[src/rtl/lru_handle_cache_top_assert.svh]
// Assertion macros used by the cache datapath.
`ifndef LRU_HANDLE_CACHE_TOP_ASSERT_SVH
`define LRU_HANDLE_CACHE_TOP_ASSERT_SVH

// Same-cycle implication, checked outside reset.
`define LHC_ASSERT_NOW(lbl, ck, rs, ante, cons, msg) \
  lbl: assert property (@(posedge ck) disable iff (rs) (ante) |-> (cons)) else $error(msg);

// Next-cycle implication, checked outside reset.
`define LHC_ASSERT_NEXT(lbl, ck, rs, ante, cons, msg) \
  lbl: assert property (@(posedge ck) disable iff (rs) (ante) |=> (cons)) else $error(msg);

`endif

[src/rtl/lhc_pkg.sv]
package lhc_pkg;

  // Default number of cache slots
  localparam int ENTRIES_DEF = 8;
  // Fixed field widths
  localparam int ID_W   = 32;
  localparam int SLOT_W = 3;

  // Commands from the controller to the datapath
  typedef struct packed {
    logic load;    // capture the request id
    logic commit;  // look up, update the store and load the result register
  } lhc_cmd_t;

endpackage

[src/rtl/lhc_ctrl.sv]
module lhc_ctrl
  import lhc_pkg::*;
(
  input  logic     clk,
  input  logic     rst,
  input  logic     req_valid,
  output logic     req_ready,
  output logic     rsp_valid,
  input  logic     rsp_ready,
  output lhc_cmd_t cmd
);

  typedef enum logic {
    S_IDLE,
    S_LOOK
  } state_t;

  state_t state;

  // Commands
  assign cmd.load   = req_valid && req_ready;
  assign cmd.commit = (state == S_LOOK) && (!rsp_valid || rsp_ready);

  // State and registered handshake outputs
  always_ff @(posedge clk) begin
    if (rst) begin
      state     <= S_IDLE;
      req_ready <= 1'b1;
      rsp_valid <= 1'b0;
    end else begin
      unique case (state)
        S_IDLE: begin
          if (rsp_valid && rsp_ready) begin
            rsp_valid <= 1'b0;
          end
          if (cmd.load) begin
            state     <= S_LOOK;
            req_ready <= 1'b0;
          end
        end
        S_LOOK: begin
          // result register must be empty or draining before the commit
          if (cmd.commit) begin
            state     <= S_IDLE;
            req_ready <= 1'b1;
            rsp_valid <= 1'b1;
          end
        end
        default: begin
          state     <= S_IDLE;
          req_ready <= 1'b1;
        end
      endcase
    end
  end

endmodule

[src/rtl/lhc_dp.sv]
`include "lru_handle_cache_top_assert.svh"

module lhc_dp
  import lhc_pkg::*;
#(
  parameter int ENTRIES = ENTRIES_DEF
) (
  input  logic              clk,
  input  logic              rst,
  input  lhc_cmd_t          cmd,
  input  logic [ID_W-1:0]   request_id,
  output logic              hit,
  output logic [SLOT_W-1:0] slot,
  output logic              evicted,
  output logic [ID_W-1:0]   evicted_id
);

  localparam int IW = (ENTRIES > 1) ? $clog2(ENTRIES) : 1;
  localparam logic [IW-1:0] AGE_OLDEST = IW'(ENTRIES - 1);

  // Slot store
  logic [ID_W-1:0] tag   [ENTRIES];
  logic [ENTRIES-1:0] valid;
  logic [IW-1:0]   age   [ENTRIES];

  logic [ID_W-1:0] req_id_q;
  logic [IW-1:0]   slot_q;

  // Lookup results
  logic          hit_any;
  logic [IW-1:0] hit_idx;
  logic          have_free;
  logic [IW-1:0] free_idx;
  logic [IW-1:0] vic_idx;
  logic [IW-1:0] sel_idx;
  logic          do_evict;
  logic [IW-1:0] sel_age;

  // Parallel tag compare, free-slot and victim search, lowest slot first
  always_comb begin
    hit_any   = 1'b0;
    hit_idx   = '0;
    have_free = 1'b0;
    free_idx  = '0;
    vic_idx   = '0;
    for (int i = ENTRIES - 1; i >= 0; i--) begin
      if (valid[i] && (tag[i] == req_id_q)) begin
        hit_any = 1'b1;
        hit_idx = IW'(i);
      end
      if (!valid[i]) begin
        have_free = 1'b1;
        free_idx  = IW'(i);
      end
      // ages are a permutation of ranks when full, so the oldest is unique
      if (age[i] == AGE_OLDEST) begin
        vic_idx = IW'(i);
      end
    end
  end

  assign do_evict = !hit_any && !have_free;
  assign sel_idx  = hit_any ? hit_idx : (have_free ? free_idx : vic_idx);
  assign sel_age  = age[hit_idx];

  // Request capture
  always_ff @(posedge clk) begin
    if (cmd.load) begin
      req_id_q <= request_id;
    end
  end

  // Recency and valid update
  always_ff @(posedge clk) begin
    if (rst) begin
      valid <= '0;
      for (int i = 0; i < ENTRIES; i++) begin
        age[i] <= '0;
      end
    end else if (cmd.commit) begin
      valid[sel_idx] <= 1'b1;
      for (int i = 0; i < ENTRIES; i++) begin
        if (IW'(i) == sel_idx) begin
          age[i] <= '0;
        end else if (valid[i] && (!hit_any || (age[i] < sel_age))) begin
          age[i] <= age[i] + 1'b1;
        end
      end
    end
  end

  // Tag write on a miss; result register
  always_ff @(posedge clk) begin
    if (cmd.commit) begin
      if (!hit_any) begin
        tag[sel_idx] <= req_id_q;
      end
      hit        <= hit_any;
      slot_q     <= sel_idx;
      evicted    <= do_evict;
      evicted_id <= do_evict ? tag[vic_idx] : '0;
    end
  end

  assign slot = SLOT_W'(slot_q);

  // Checks
  `LHC_ASSERT_NEXT(a_slot_holds_id, clk, rst, cmd.commit,
    valid[slot_q] && (tag[slot_q] == $past(req_id_q)), "slot does not hold the request id")
  `LHC_ASSERT_NOW(a_evict_only_full, clk, rst, cmd.commit && do_evict,
    &valid, "eviction while a slot is free")
  `LHC_ASSERT_NEXT(a_valid_grows, clk, rst, cmd.commit,
    $countones(valid) >= $countones($past(valid)), "valid slot count fell")
  `LHC_ASSERT_NEXT(a_hit_no_evict, clk, rst, cmd.commit,
    !(hit && evicted), "hit reported together with an eviction")

endmodule

[src/rtl/lru_handle_cache_top.sv]
// Channel   Handshake                Beat fields
// request   req_valid / req_ready    request_id
// response  rsp_valid / rsp_ready    hit, slot, evicted, evicted_id
//
// Each request passes two steps: capture of the id, then the
// parallel tag compare and recency update of all slots.
// A new request is taken while the previous response still waits.
// The update cycle holds while a full response register is not drained.
// Synchronous reset empties every slot; no clearing pass is needed.
module lru_handle_cache_top
  import lhc_pkg::*;
#(
  parameter int ENTRIES = ENTRIES_DEF
) (
  input  logic              clk,
  input  logic              rst,
  input  logic              req_valid,
  output logic              req_ready,
  input  logic [ID_W-1:0]   request_id,
  output logic              rsp_valid,
  input  logic              rsp_ready,
  output logic              hit,
  output logic [SLOT_W-1:0] slot,
  output logic              evicted,
  output logic [ID_W-1:0]   evicted_id
);

  lhc_cmd_t cmd;

  lhc_ctrl u_ctrl (
    .clk       (clk),
    .rst       (rst),
    .req_valid (req_valid),
    .req_ready (req_ready),
    .rsp_valid (rsp_valid),
    .rsp_ready (rsp_ready),
    .cmd       (cmd)
  );

  lhc_dp #(
    .ENTRIES (ENTRIES)
  ) u_dp (
    .clk        (clk),
    .rst        (rst),
    .cmd        (cmd),
    .request_id (request_id),
    .hit        (hit),
    .slot       (slot),
    .evicted    (evicted),
    .evicted_id (evicted_id)
  );

endmodule

[config.mk]
export PLATFORM = sky130hd
export DESIGN_NAME = lru_handle_cache_top
export DESIGN_NICKNAME = d
export VERILOG_FILES = /design/src/rtl/lhc_pkg.sv /design/src/rtl/lhc_ctrl.sv /design/src/rtl/lhc_dp.sv /design/src/rtl/lru_handle_cache_top.sv
export VERILOG_INCLUDE_DIRS = /design/src /design/src/rtl
export SDC_FILE = /design/constraint.sdc
export NUM_CORES = 1
export LEC_CHECK = 0
export BUFFER_PORTS_ARGS = -buffer_cell sky130_fd_sc_hd__clkbuf_2
export CAP_MARGIN = 0
export CORE_MARGIN = 5
export CORE_UTILIZATION = 58
export CTS_BUF_LIST = sky130_fd_sc_hd__clkbuf_4 sky130_fd_sc_hd__clkbuf_8
export DETAILED_ROUTE_END_ITERATION = 8
export PLACE_DENSITY = 0.79
export SETUP_SLACK_MARGIN = 0.2
export SLEW_MARGIN = 20
export SYNTH_ARGS = -nofsm -noshare
export SYNTH_HDL_FRONTEND = slang
export SYNTH_SLANG_ARGS = --single-unit
[constraint.sdc]
create_clock -name clk -period 6.4 [get_ports clk]
set_input_delay 0.64 -clock clk [delete_from_list [all_inputs] [get_ports clk]]
set_output_delay 0.64 -clock clk [all_outputs]
set_load 0.02 [all_outputs]
==> results of run 1 <==
[per-stage QoR]
step / hold slack (ps) / area, sq um / instances / worst slack (ps)
after floorplan: 449 / 18500 / 1637 / 320
after global placement: 463 / 19200 / 2045 / 1190
after detailed placement: 475 / 19200 / 2045 / 1030
after CTS: 155 / 20300 / 2152 / 1020
after global routing: 166 / 20300 / 2152 / 621
final: 175 / 20300 / 2152 / 913
[cells in the final DEF, fill, tap and decap left out, types with 3 or more instances in the layout]
| master | netlist | final |
|---|---|---|
| o21ai_0 | 4 | 4 |
| nor3b_1 | 3 | 3 |
| xor2_1 | 224 | 224 |
| o221ai_1 | 5 | 5 |
| nand4b_1 | 13 | 13 |
| a311oi_1 | 32 | 32 |
| and3_1 | 34 | 34 |
| a211oi_1 | 7 | 7 |
| nand3b_1 | 3 | 3 |
| clkinv_2 | 0 | 10 |
| a22oi_1 | 3 | 3 |
| nand2_1 | 291 | 290 |
| clkbuf_4 | 0 | 21 |
| xnor2_1 | 33 | 33 |
| nor2_4 | 0 | 5 |
| a21oi_1 | 20 | 20 |
| nor2_1 | 76 | 71 |
| dfxtp_1 | 11 | 11 |
| o21ai_1 | 4 | 4 |
| nand2b_1 | 5 | 5 |
| buf_4 | 4 | 22 |
| nor4b_1 | 5 | 5 |
| nor3_1 | 27 | 26 |
| ha_1 | 24 | 24 |
| o211ai_1 | 14 | 14 |
| clkinvlp_4 | 0 | 4 |
| nand4_1 | 24 | 24 |
| edfxtp_1 | 349 | 349 |
| or3_1 | 4 | 4 |
| nor4_1 | 97 | 95 |
| o2111ai_1 | 3 | 3 |
| inv_1 | 29 | 29 |
| clkbuf_8 | 0 | 58 |
| clkinv_1 | 3 | 14 |
| and2_1 | 11 | 9 |
| or4_1 | 12 | 12 |
| o21a_1 | 5 | 5 |
| a31oi_1 | 33 | 33 |
| nand3_1 | 97 | 96 |
| clkbuf_2 | 0 | 74 |
[sequential cells by signal (all words and copies together), names as in the netlist]
register,count
u_dp.tag,256
u_dp.evicted_id,32
u_dp.req_id_q,32
u_dp.age,24
u_dp.valid,8
u_dp.slot,3
u_ctrl.req_ready,1
u_ctrl.rsp_valid,1
u_ctrl.state,1
u_dp.evicted,1
u_dp.hit,1
[Yosys cell counts (7+ instances only)]
cell        n  share of area
a311oi_1   32          0.015
edfxtp_1  349           0.57
buf_1      10         0.0020
a31oi_1    33          0.011
nor4_1     97          0.033
and3_1     34          0.011
xor2_1    224           0.11
nand3_1    97          0.026
nand2_1   291          0.059
buf_2      20         0.0054
nor2_1     76          0.015
or4_1      12         0.0049
clkbuf_1   46         0.0093
and2_1     11         0.0037
buf_6      12         0.0073
a211oi_1    7         0.0028
nand4_1    24         0.0081
nand4b_1   13         0.0061
inv_1      29         0.0059
xnor2_1    33          0.016
nor3_1     27         0.0073
ha_1       24          0.016
o211ai_1   14         0.0057
a21oi_1    20         0.0054
dfxtp_1    11          0.012
[power groups by stage]
stage | registers [uW] | logic, uW | clock network, uW
detailed placement | 2810 | 531 | 0
floorplan | 2770 | 334 | 0
finish | 2770 | 550 | 1900
CTS | 2760 | 534 | 1910
global route | 2770 | 569 | 2030
global placement | 2810 | 531 | 0
[logic make-up after synthesis]
group,after synthesis,share of synthesized area
and+or+nand+nor,712,0.188
DFF,360,0.578
xor gates and xnor gates,257,0.122
AOI/OAI and AO/OA,158,0.0634
buffers and inverters,124,0.0322
adders and majority gates,24,0.0162
muxes,2,0.00108
[layer usage]
| layer | global-route usage | wire length [microns] | vias to the layer above | part of all wire |
|---|---|---|---|---|
| li1 | - | - | 6190 | - |
| met1 | 0.517 | 26300 | 6956 | 0.41 |
| met2 | 0.530 | 28300 | 943 | 0.44 |
| met3 | 0.0698 | 6710 | 153 | 0.10 |
| met4 | 0.149 | 3260 | 0 | 0.050 |
| met5 | 0 | 0 | - | 0 |
[worst max path at each step]
stage / depth (start not counted) / start / slack, ps / endpoint
floorplan: 11 / u_dp.req_id_q[0]$_DFFE_PP_ / 320 / u_dp.tag[7][0]$_DFFE_PP_
detailed placement: 11 / u_dp.req_id_q[26]$_DFFE_PP_ / 1030 / u_dp.tag[0][26]$_DFFE_PP_
global route: 14 / u_dp.req_id_q[24]$_DFFE_PP_ / 620 / u_dp.age[3][2]$_SDFFCE_PN0P_
global placement: 14 / u_dp.req_id_q[10]$_DFFE_PP_ / 1190 / u_dp.age[6][0]$_SDFFCE_PP0P_
finish: 11 / u_dp.req_id_q[26]$_DFFE_PP_ / 910 / u_dp.tag[0][15]$_DFFE_PP_
CTS: 11 / u_dp.req_id_q[26]$_DFFE_PP_ / 1020 / u_dp.tag[0][15]$_DFFE_PP_
[worst max-delay path, delay by kind of cell, from the launching register on]
family | cells | cell delay [ps]
buf+inv | 1 | 480
simple gates | 7 | 2250
flops | 1 | 760
compound gates | 2 | 1230
xor+xnor | 1 | 300
[cell type report]
class	count	area share
Tap cell	402	0.0248
Clock buffer	79	0.0471
Multi-Input combinational cell	1153	0.360
Inverter	32	0.00591
Timing Repair Buffer	98	0.0283
Clock inverter	28	0.00702
Sequential cell	360	0.527
==> qor.yml, run 1 <==
run_status:
  status: "completed"
placed_design:
  portBuffers: 74
  dp.final_hpwl_mm: 46.4
  place.gp.congestion: 1.09
min_path:
  min_from: "request_id[6]"
  holdPathEnd: "u_dp.req_id_q[6]$_DFFE_PP_"
  min_path_cells: 1
  hold_path_class: "input pin to register"
worst_setup_path:
  path_max_fanout: 32
  regToRegStartpoint: "u_dp.req_id_q[26]$_DFFE_PP_"
  required_ps: 6650
  reg2reg_depth: 11
  cp-start-kind: "register"
  cp_data_arrival_time_ps: 5740
  max_stage_delay_ps: 830
  cp-end-kind: "register"
  reg2reg_slack_ps: 910
  crit_chain: "xor2_1 -> nor4_1 -> nand4_1 -> or4_1 -> and3_4 -> a22oi_1 -> o211ai_1 -> nor2_1 -> nand2_1 -> nor2_4 -> buf_4"
  rr_endpoint: "u_dp.tag[0][15]$_DFFE_PP_"
  crit_slowest_cell: "a22oi_1"
  criticalPathCategory: "register to register"
drt:
  finalWirelength_mm: 64.6
  via_per_inst: 6.62
  dr.pass1.iters: 5
  initialDrtViolationCount: 2134
  drc: 0
  vias: 14242
  ant_nets: 0
  wire_per_inst_microns: 30.0
global_routing:
  grt_pass1_wl_mm: 92.6
  grt_max_degree: 77
  overflow: 0
  grt_pass1_vias: 13233
  track_usage: 0.356
  grt_antenna_before_repair: 0
clocking:
  hold_buffers: 0
  cts_resized: 0
  cts_buffers: 58
  cts.sinks: 360
  tritoncts: "yes"
  clk_latency_ps: 640
  clk_pin_slew_worst_paths_ps: 60
  postCtsSetupBuffers: 0
  cts_root_buf: "clkbuf_8"
  h-tree-depth: 2
  clockBufferDepth: 3
final_layout:
  ff_latch_area_sq_mm: 0.0107
  final_nets: 1763
  drive_gt1_frac: 0.126
  syn2layout_area_growth_pct: 9.69
  postLayoutCoreUtil: 0.644
  num_antenna_cells: 0
  multi_input_area_sq_mm: 0.00732
  nFillCells: 2466
synth:
  syn-num-nets: 1697
  synthCells: 1637
  syn-mean-instance-area_sq_um: 11.3
  yosysSeqAreaShare: 0.578
  async_flop_share: 0
  synth_seq_cells: 360
  synth_ff_type: "edfxtp_1"
  synth_warnings: 0
  yosysUniqueCellTypes: 67
  netlist_area_sq_mm: 0.0185
  synth_edf_count: 349
power:
  comb_power_share: 0.105
  p_int_uw: 3790
  swShare: 0.275
  power_density_mw_per_mm2: 257
  power_switching_uw: 1430
  p_leak_uw: 0.00716
  power_uw: 5220
  seq_power_share: 0.530
  vdd.ir_drop.worst_uv: 264
  clkPwrFrac: 0.364
timing:
  setup_viol: 0
  fin_worst_skew_ps: 26.0
  tns_ps: 0
  drv_slew: 0
  relSlewSlack: 0.267
  clock.fmax_mhz: 182
  rsz0062_at_grt: "false"
  fin_crit_sh: 0.857
  tightest_slew_ps: 1100
  finalCriticalPeriod_ps: 5490
  finalHoldViolCount: 0
die:
  row_count: 65
  die_area_sq_mm: 0.0356
  die_w_microns: 189
  core_sq_mm: 0.0316
  pin_count: 75
  die_h_microns: 189
  initial_core_util: 0.587
run:
  maxCapViolations: 0
Power figures use the tool's default switching activity.
==> inputs of run 2 (changes only) <==
--- a/config.mk
+++ b/config.mk
@@ -9,10 +9,10 @@
 export BUFFER_PORTS_ARGS = -buffer_cell sky130_fd_sc_hd__clkbuf_2
 export CAP_MARGIN = 0
 export CORE_MARGIN = 5
-export CORE_UTILIZATION = 58
-export CTS_BUF_LIST = sky130_fd_sc_hd__clkbuf_4 sky130_fd_sc_hd__clkbuf_8
+export CORE_UTILIZATION = 56
+export CTS_BUF_LIST = sky130_fd_sc_hd__clkbuf_16
 export DETAILED_ROUTE_END_ITERATION = 8
-export PLACE_DENSITY = 0.79
+export PLACE_DENSITY = 0.76
 export SETUP_SLACK_MARGIN = 0.2
 export SLEW_MARGIN = 20
 export SYNTH_ARGS = -nofsm -noshare
==> qor.yml, run 2 (synthesis gave the netlist of run 1 again) <==
global_routing:
  overflow: 0  # unchanged
  grt_max_degree: 71  # -7.8%
  grt_antenna_before_repair: 1  # +1
  track_usage: 0.362  # +0.00581
  grt_pass1_wl_mm: 95.0  # +2.6%
  grt_pass1_vias: 13156  # -0.58%
drt:
  dr.pass1.iters: 6  # +1
  ant_nets: 0  # unchanged
  finalWirelength_mm: 66.9  # +3.6%
  via_per_inst: 6.62  # about the same
  wire_per_inst_microns: 31.1  # +3.5%
  vias: 14252  # +0.070%
  drc: 0  # unchanged
  initialDrtViolationCount: 1876  # -12%
die:
  die_area_sq_mm: 0.0368  # +3.4%
  initial_core_util: 0.568  # -0.0191
  core_sq_mm: 0.0326  # +3.4%
  row_count: 66  # +1.5%
  pin_count: 75  # unchanged
  die_h_microns: 192  # +1.7%
  die_w_microns: 192  # +1.7%
timing:
  rsz0062_at_grt: "false"
  setup_viol: 0  # unchanged
  holdWs_ps: 278  # +103 ps
  finalHoldViolCount: 0  # unchanged
  fin_worst_skew_ps: 14.8  # -11.2 ps
  worst_slack_ps: 933  # +19.5 ps
  clock.fmax_mhz: 183  # +0.36%
  drv_slew: 0  # unchanged
  fin_crit_sh: 0.854  # -0.00304
  relSlewSlack: 0.250  # -0.0169
  tightest_slew_ps: 1120  # +21.2 ps
  finalCriticalPeriod_ps: 5470  # -19.5 ps
  tns_ps: 0  # unchanged
clocking:
  cts.sinks: 360  # unchanged
  clk_latency_ps: 540  # -100 ps
  cts_resized: 0  # unchanged
  tritoncts: "yes"
  hold_buffers: 0  # unchanged
  h-tree-depth: 2  # unchanged
  clk_pin_slew_worst_paths_ps: 60  # about the same
  clockBufferDepth: 3  # unchanged
  cts_root_buf: "clkbuf_16"
  postCtsSetupBuffers: 0  # unchanged
  cts_buffers: 38  # -34%
worst_setup_path:
  reg2reg_slack_ps: 930  # +20 ps
  required_ps: 6580  # -70 ps
  cp-start-kind: "register"
  rr_endpoint: "u_dp.tag[0][3]$_DFFE_PP_"
  endpoint: "u_dp.tag[0][3]$_DFFE_PP_"
  path_max_fanout: 17  # -47%
  reg2reg_depth: 11  # unchanged
  regToRegStartpoint: "u_dp.req_id_q[2]$_DFFE_PP_"
  criticalPathCategory: "register to register"
  cp_data_arrival_time_ps: 5650  # -90 ps
  cp-end-kind: "register"
  cp-startpoint: "u_dp.req_id_q[2]$_DFFE_PP_"
power:
  vdd.ir_drop.worst_uv: 261  # -1.1%
  p_leak_uw: 0.00719  # +0.46%
  power_density_mw_per_mm2: 267  # +3.8%
final_layout:
  largest_reg_flops: 256  # unchanged
  layout.cells.non_filler: 2153  # +0.046%
  mostFrequentLayoutCells: "349 x edfxtp_1, 290 x nand2_1, 224 x xor2_1"
  syn2layout_area_growth_pct: 10.3
  top_regs: "u_dp.tag x256, u_dp.evicted_id x32, u_dp.req_id_q x32"
  final_nets: 1743  # -1.1%
  drive_gt1_frac: 0.101  # -0.0245
  postLayoutCoreUtil: 0.626  # -0.0176
  nFillCells: 2569  # +4.2%
  layout_commonest_cell: "edfxtp_1"
  top_register: "u_dp.tag"
placed_design:
  portBuffers: 74  # unchanged
  dp.final_hpwl_mm: 48.6  # +4.7%
  dp_cells: 2085  # +2.0%
  pre_cts_ws_ps: 1110  # +78.5 ps
  place.gp.congestion: 1.04  # -4.7%
run_status:
  status: "completed"
min_path:
  hold_path_class: "input pin to register"
run:
  maxCapViolations: 0  # unchanged
## run 2: changes by cell type in the layout (fill, tap and decap cells not counted), sizes merged
cell	delta
bufinv	+3
diode	+1
clkinv	-11
clkinvlp	-4
inv	+12
clkbuf	-40
## run 2: layer usage
metal | global-route usage | wire, microns | part of all wire
met5 | 0 | 0 | 0
met4 | 0.122 | 2750 | 0.041
met3 | 0.0627 | 6750 | 0.10
met2 | 0.552 | 29900 | 0.45
met1 | 0.530 | 27500 | 0.41
## run 2: how the worst min path moves through the flow
stage	startpoint	endpoint	slack, ps	cells past startpoint
floorplan	u_ctrl.state$_SDFF_PP0_	u_ctrl.rsp_valid$_SDFFE_PP0P_	450	2
global placement	u_ctrl.state$_SDFF_PP0_	u_ctrl.rsp_valid$_SDFFE_PP0P_	460	2
detailed placement	u_ctrl.state$_SDFF_PP0_	u_ctrl.rsp_valid$_SDFFE_PP0P_	490	2
CTS	request_id[10]	u_dp.req_id_q[10]$_DFFE_PP_	270	1
global route	request_id[5]	u_dp.req_id_q[5]$_DFFE_PP_	270	1
finish	request_id[5]	u_dp.req_id_q[5]$_DFFE_PP_	280	1
## run 2: stage by stage
stage,power (uW),cell area [sq um]
finish,5450,20400
detailed placement,3360,19200
global route,5590,20400
floorplan,3100,18500
CTS,5440,20400
global placement,3360,19200
## run 2: area by class of cell
class,instances,area [sq um],share of cell area
Tap cell,442,553,0.0271
Timing Repair Buffer,98,551,0.0269
Clock buffer,39,976,0.0478
Antenna cell,1,2.50,0.000122
Inverter,32,120,0.00588
Multi-Input combinational cell,1153,7320,0.359
Clock inverter,28,201,0.00986
Sequential cell,360,10700,0.524
## run 2: power by group
| part | total [uW] | switching, uW | internal (uW) |
|---|---|---|---|
| combinational | 564 | 413 | 151 |
| sequential | 2760 | 103 | 2660 |
| clock | 2120 | 896 | 1220 |
| total | 5450 | 1410 | 4040 |
## run 2: worst max-delay path, cell delays in order, from the launching register on
cell and delay (ps):
edfxtp_1 770, xor2_1 250, nor4_1 520, nand4_1 160, or4_1 720, and3_4 260, a22oi_1 770, o211ai_1 410
nor2_1 410, nand2_1 250, nor2_4 190, buf_4 370
==> inputs of run 3 (changes only) <==
--- a/config.mk
+++ b/config.mk
@@ -12,6 +12,7 @@
 export CORE_UTILIZATION = 56
 export CTS_BUF_LIST = sky130_fd_sc_hd__clkbuf_16
 export DETAILED_ROUTE_END_ITERATION = 8
+export MAX_ROUTING_LAYER = met4
 export PLACE_DENSITY = 0.76
 export SETUP_SLACK_MARGIN = 0.2
 export SLEW_MARGIN = 20
==> qor.yml, run 3 (synthesis gave the netlist of run 1 again) <==
drt:
  dr.pass1.iters: 5  # -1
  wire_per_inst_microns: 30.5  # -1.9%
  finalWirelength_mm: 65.6  # -1.9%
  initialDrtViolationCount: 1681  # -10%
  vias: 14118  # -0.94%
  drc: 0  # unchanged
  ant_nets: 0  # unchanged
  via_per_inst: 6.56  # -0.89%
final_layout:
  multi_input_area_sq_mm: 0.00732  # unchanged
  nFillCells: 2536  # -1.3%
  postLayoutCoreUtil: 0.627  # +0.000768
  ff_latch_area_sq_mm: 0.0107  # unchanged
  final_nets: 1741  # -0.11%
  mostFrequentLayoutCells: "349 x edfxtp_1, 290 x nand2_1, 224 x xor2_1"
  syn2layout_area_growth_pct: 10.4
  layout_commonest_cell: "edfxtp_1"
  largest_reg_flops: 256  # unchanged
  num_antenna_cells: 0  # -1
  drive_gt1_frac: 0.102  # +0.00117
  final_cell_area_sq_mm: 0.0205  # +0.12%
  top_regs: "u_dp.tag x256, u_dp.evicted_id x32, u_dp.req_id_q x32"
  top_register: "u_dp.tag"
  layout.cells.non_filler: 2152  # -0.046%
worst_setup_path:
  critPathBufInv: 1  # unchanged
  cp-end-kind: "register"
  crit_chain: "xor2_1 -> nor4_1 -> nand4_1 -> or4_1 -> and3_4 -> a22oi_1 -> a211oi_1 -> a211oi_1 -> a21oi_1 -> buf_4 -> ha_1 -> o21a_1 -> nor2_1 -> a21oi_1 -> nand3_1"
  max_stage_delay_ps: 760  # about the same
  required_ps: 6630  # +50 ps
  path_max_fanout: 16  # -1
  crit_slowest_cell: "a22oi_1"
  cp_data_arrival_time_ps: 5630  # -20 ps
  cp-start-kind: "register"
  critPathTopFamily: "simple AND/OR/NAND/NOR gates"
  criticalPathCategory: "register to register"
global_routing:
  overflow: 0  # unchanged
  grt_pass1_wl_mm: 94.2  # -0.89%
  track_usage: 0.369  # +0.00707
  grt_antenna_before_repair: 0  # -1
  grt_max_degree: 129  # +82%
  grt_pass1_vias: 13331  # +1.3%
power:
  vdd.ir_drop.worst_uv: 283  # +8.4%
  power_density_mw_per_mm2: 265  # -0.54%
  p_leak_uw: 0.00719  # about the same
clocking:
  cts_root_buf: "clkbuf_16"
  hold_buffers: 0  # unchanged
  clk_latency_ps: 550  # about the same
  tritoncts: "yes"
  cts_resized: 0  # unchanged
  cts_buffers: 39  # +2.6%
  clockBufferDepth: 3  # unchanged
  cts.sinks: 360  # unchanged
  clk_pin_slew_worst_paths_ps: 60  # about the same
  h-tree-depth: 2  # unchanged
  postCtsSetupBuffers: 0  # unchanged
placed_design:
  place.gp.congestion: 1.12  # +8.1%
  dp_cells: 2082  # -0.14%
  portBuffers: 74  # unchanged
  dp.final_hpwl_mm: 47.6  # -2.2%
  place_area_sq_mm: 0.0193  # +0.21%
min_path:
  hold_path_class: "input pin to register"
die:
  die_area_sq_mm: 0.0368  # unchanged
  core_sq_mm: 0.0326  # unchanged
  die_h_microns: 192  # unchanged
  initial_core_util: 0.568  # unchanged
  die_w_microns: 192  # unchanged
  row_count: 66  # unchanged
  pin_count: 75  # unchanged
run_status:
  status: "completed"
timing:
  finalCriticalPeriod_ps: 5400  # -63.1 ps
  rsz0062_at_grt: "false"
  finalHoldViolCount: 0  # unchanged
  setup_viol: 0  # unchanged
  relSlewSlack: 0.308  # +0.0583
  tns_ps: 0  # unchanged
  drv_slew: 0  # unchanged
  clock.fmax_mhz: 185  # +1.2%
  fin_worst_skew_ps: 14.2  # -0.612 ps
  fin_crit_sh: 0.844  # -0.00986
  holdWs_ps: 264  # -14.6 ps
  tightest_slew_ps: 1040  # -83.4 ps
run:
  maxCapViolations: 0  # unchanged
==> run 3: final timing paths <==
path,startpoint,end,slack [ps],depth (start not counted)
worst max-delay path,u_dp.req_id_q[10]$_DFFE_PP_,u_dp.age[2][2]$_SDFFCE_PN0P_,1000,15
worst min-delay path,request_id[29],u_dp.req_id_q[29]$_DFFE_PP_,260,1
worst max register to register,u_dp.req_id_q[10]$_DFFE_PP_,u_dp.age[2][2]$_SDFFCE_PN0P_,1000,15
worst min register to register,u_ctrl.req_ready$_SDFFE_PP1P_,u_ctrl.req_ready$_SDFFE_PP1P_,470,2
==> run 3: area by class of cell <==
type	count	area share
Timing Repair Buffer	95	0.0289
Clock inverter	31	0.00924
Sequential cell	360	0.523
Multi-Input combinational cell	1153	0.358
Clock buffer	39	0.0477
Inverter	32	0.00587
Tap cell	442	0.0270
==> run 3: worst register-to-register path: cells and delay by family (launching register included) <==
| family | cells | cell delay [ps] |
|---|---|---|
| buffers and inverters | 1 | 200 |
| flip-flops | 1 | 740 |
| XOR/XNOR | 1 | 360 |
| AND/OR/NAND/NOR | 6 | 1860 |
| AO/OA/AOI/OAI | 6 | 1670 |
| adder cells (fa/ha/maj) | 1 | 290 |
==> run 3: per-layer routing <==
layer	part of all wire	wire length, microns	vias to the layer above	GRT usage
met5	0	0	-	-
met4	0.043	2830	0	0.141
met3	0.093	6090	133	0.0674
met2	0.45	29400	836	0.547
met1	0.42	27300	7004	0.513
li1	-	-	6145	-
==> run 3: through the flow <==
stage / total power [uW] / setup slack [ps]
2_1_floorplan: 3100 / 320
3_3_place_gp: 3350 / 1100
3_5_place_dp: 3350 / 1070
4_1_cts: 5430 / 1070
5_1_grt: 5580 / 667
6_report: 5420 / 996
==> run 3: power by group <==
part,internal (uW),switching (uW),total [uW]
Combinational,152,404,556
Sequential,2660,106,2770
Clock,1190,914,2100
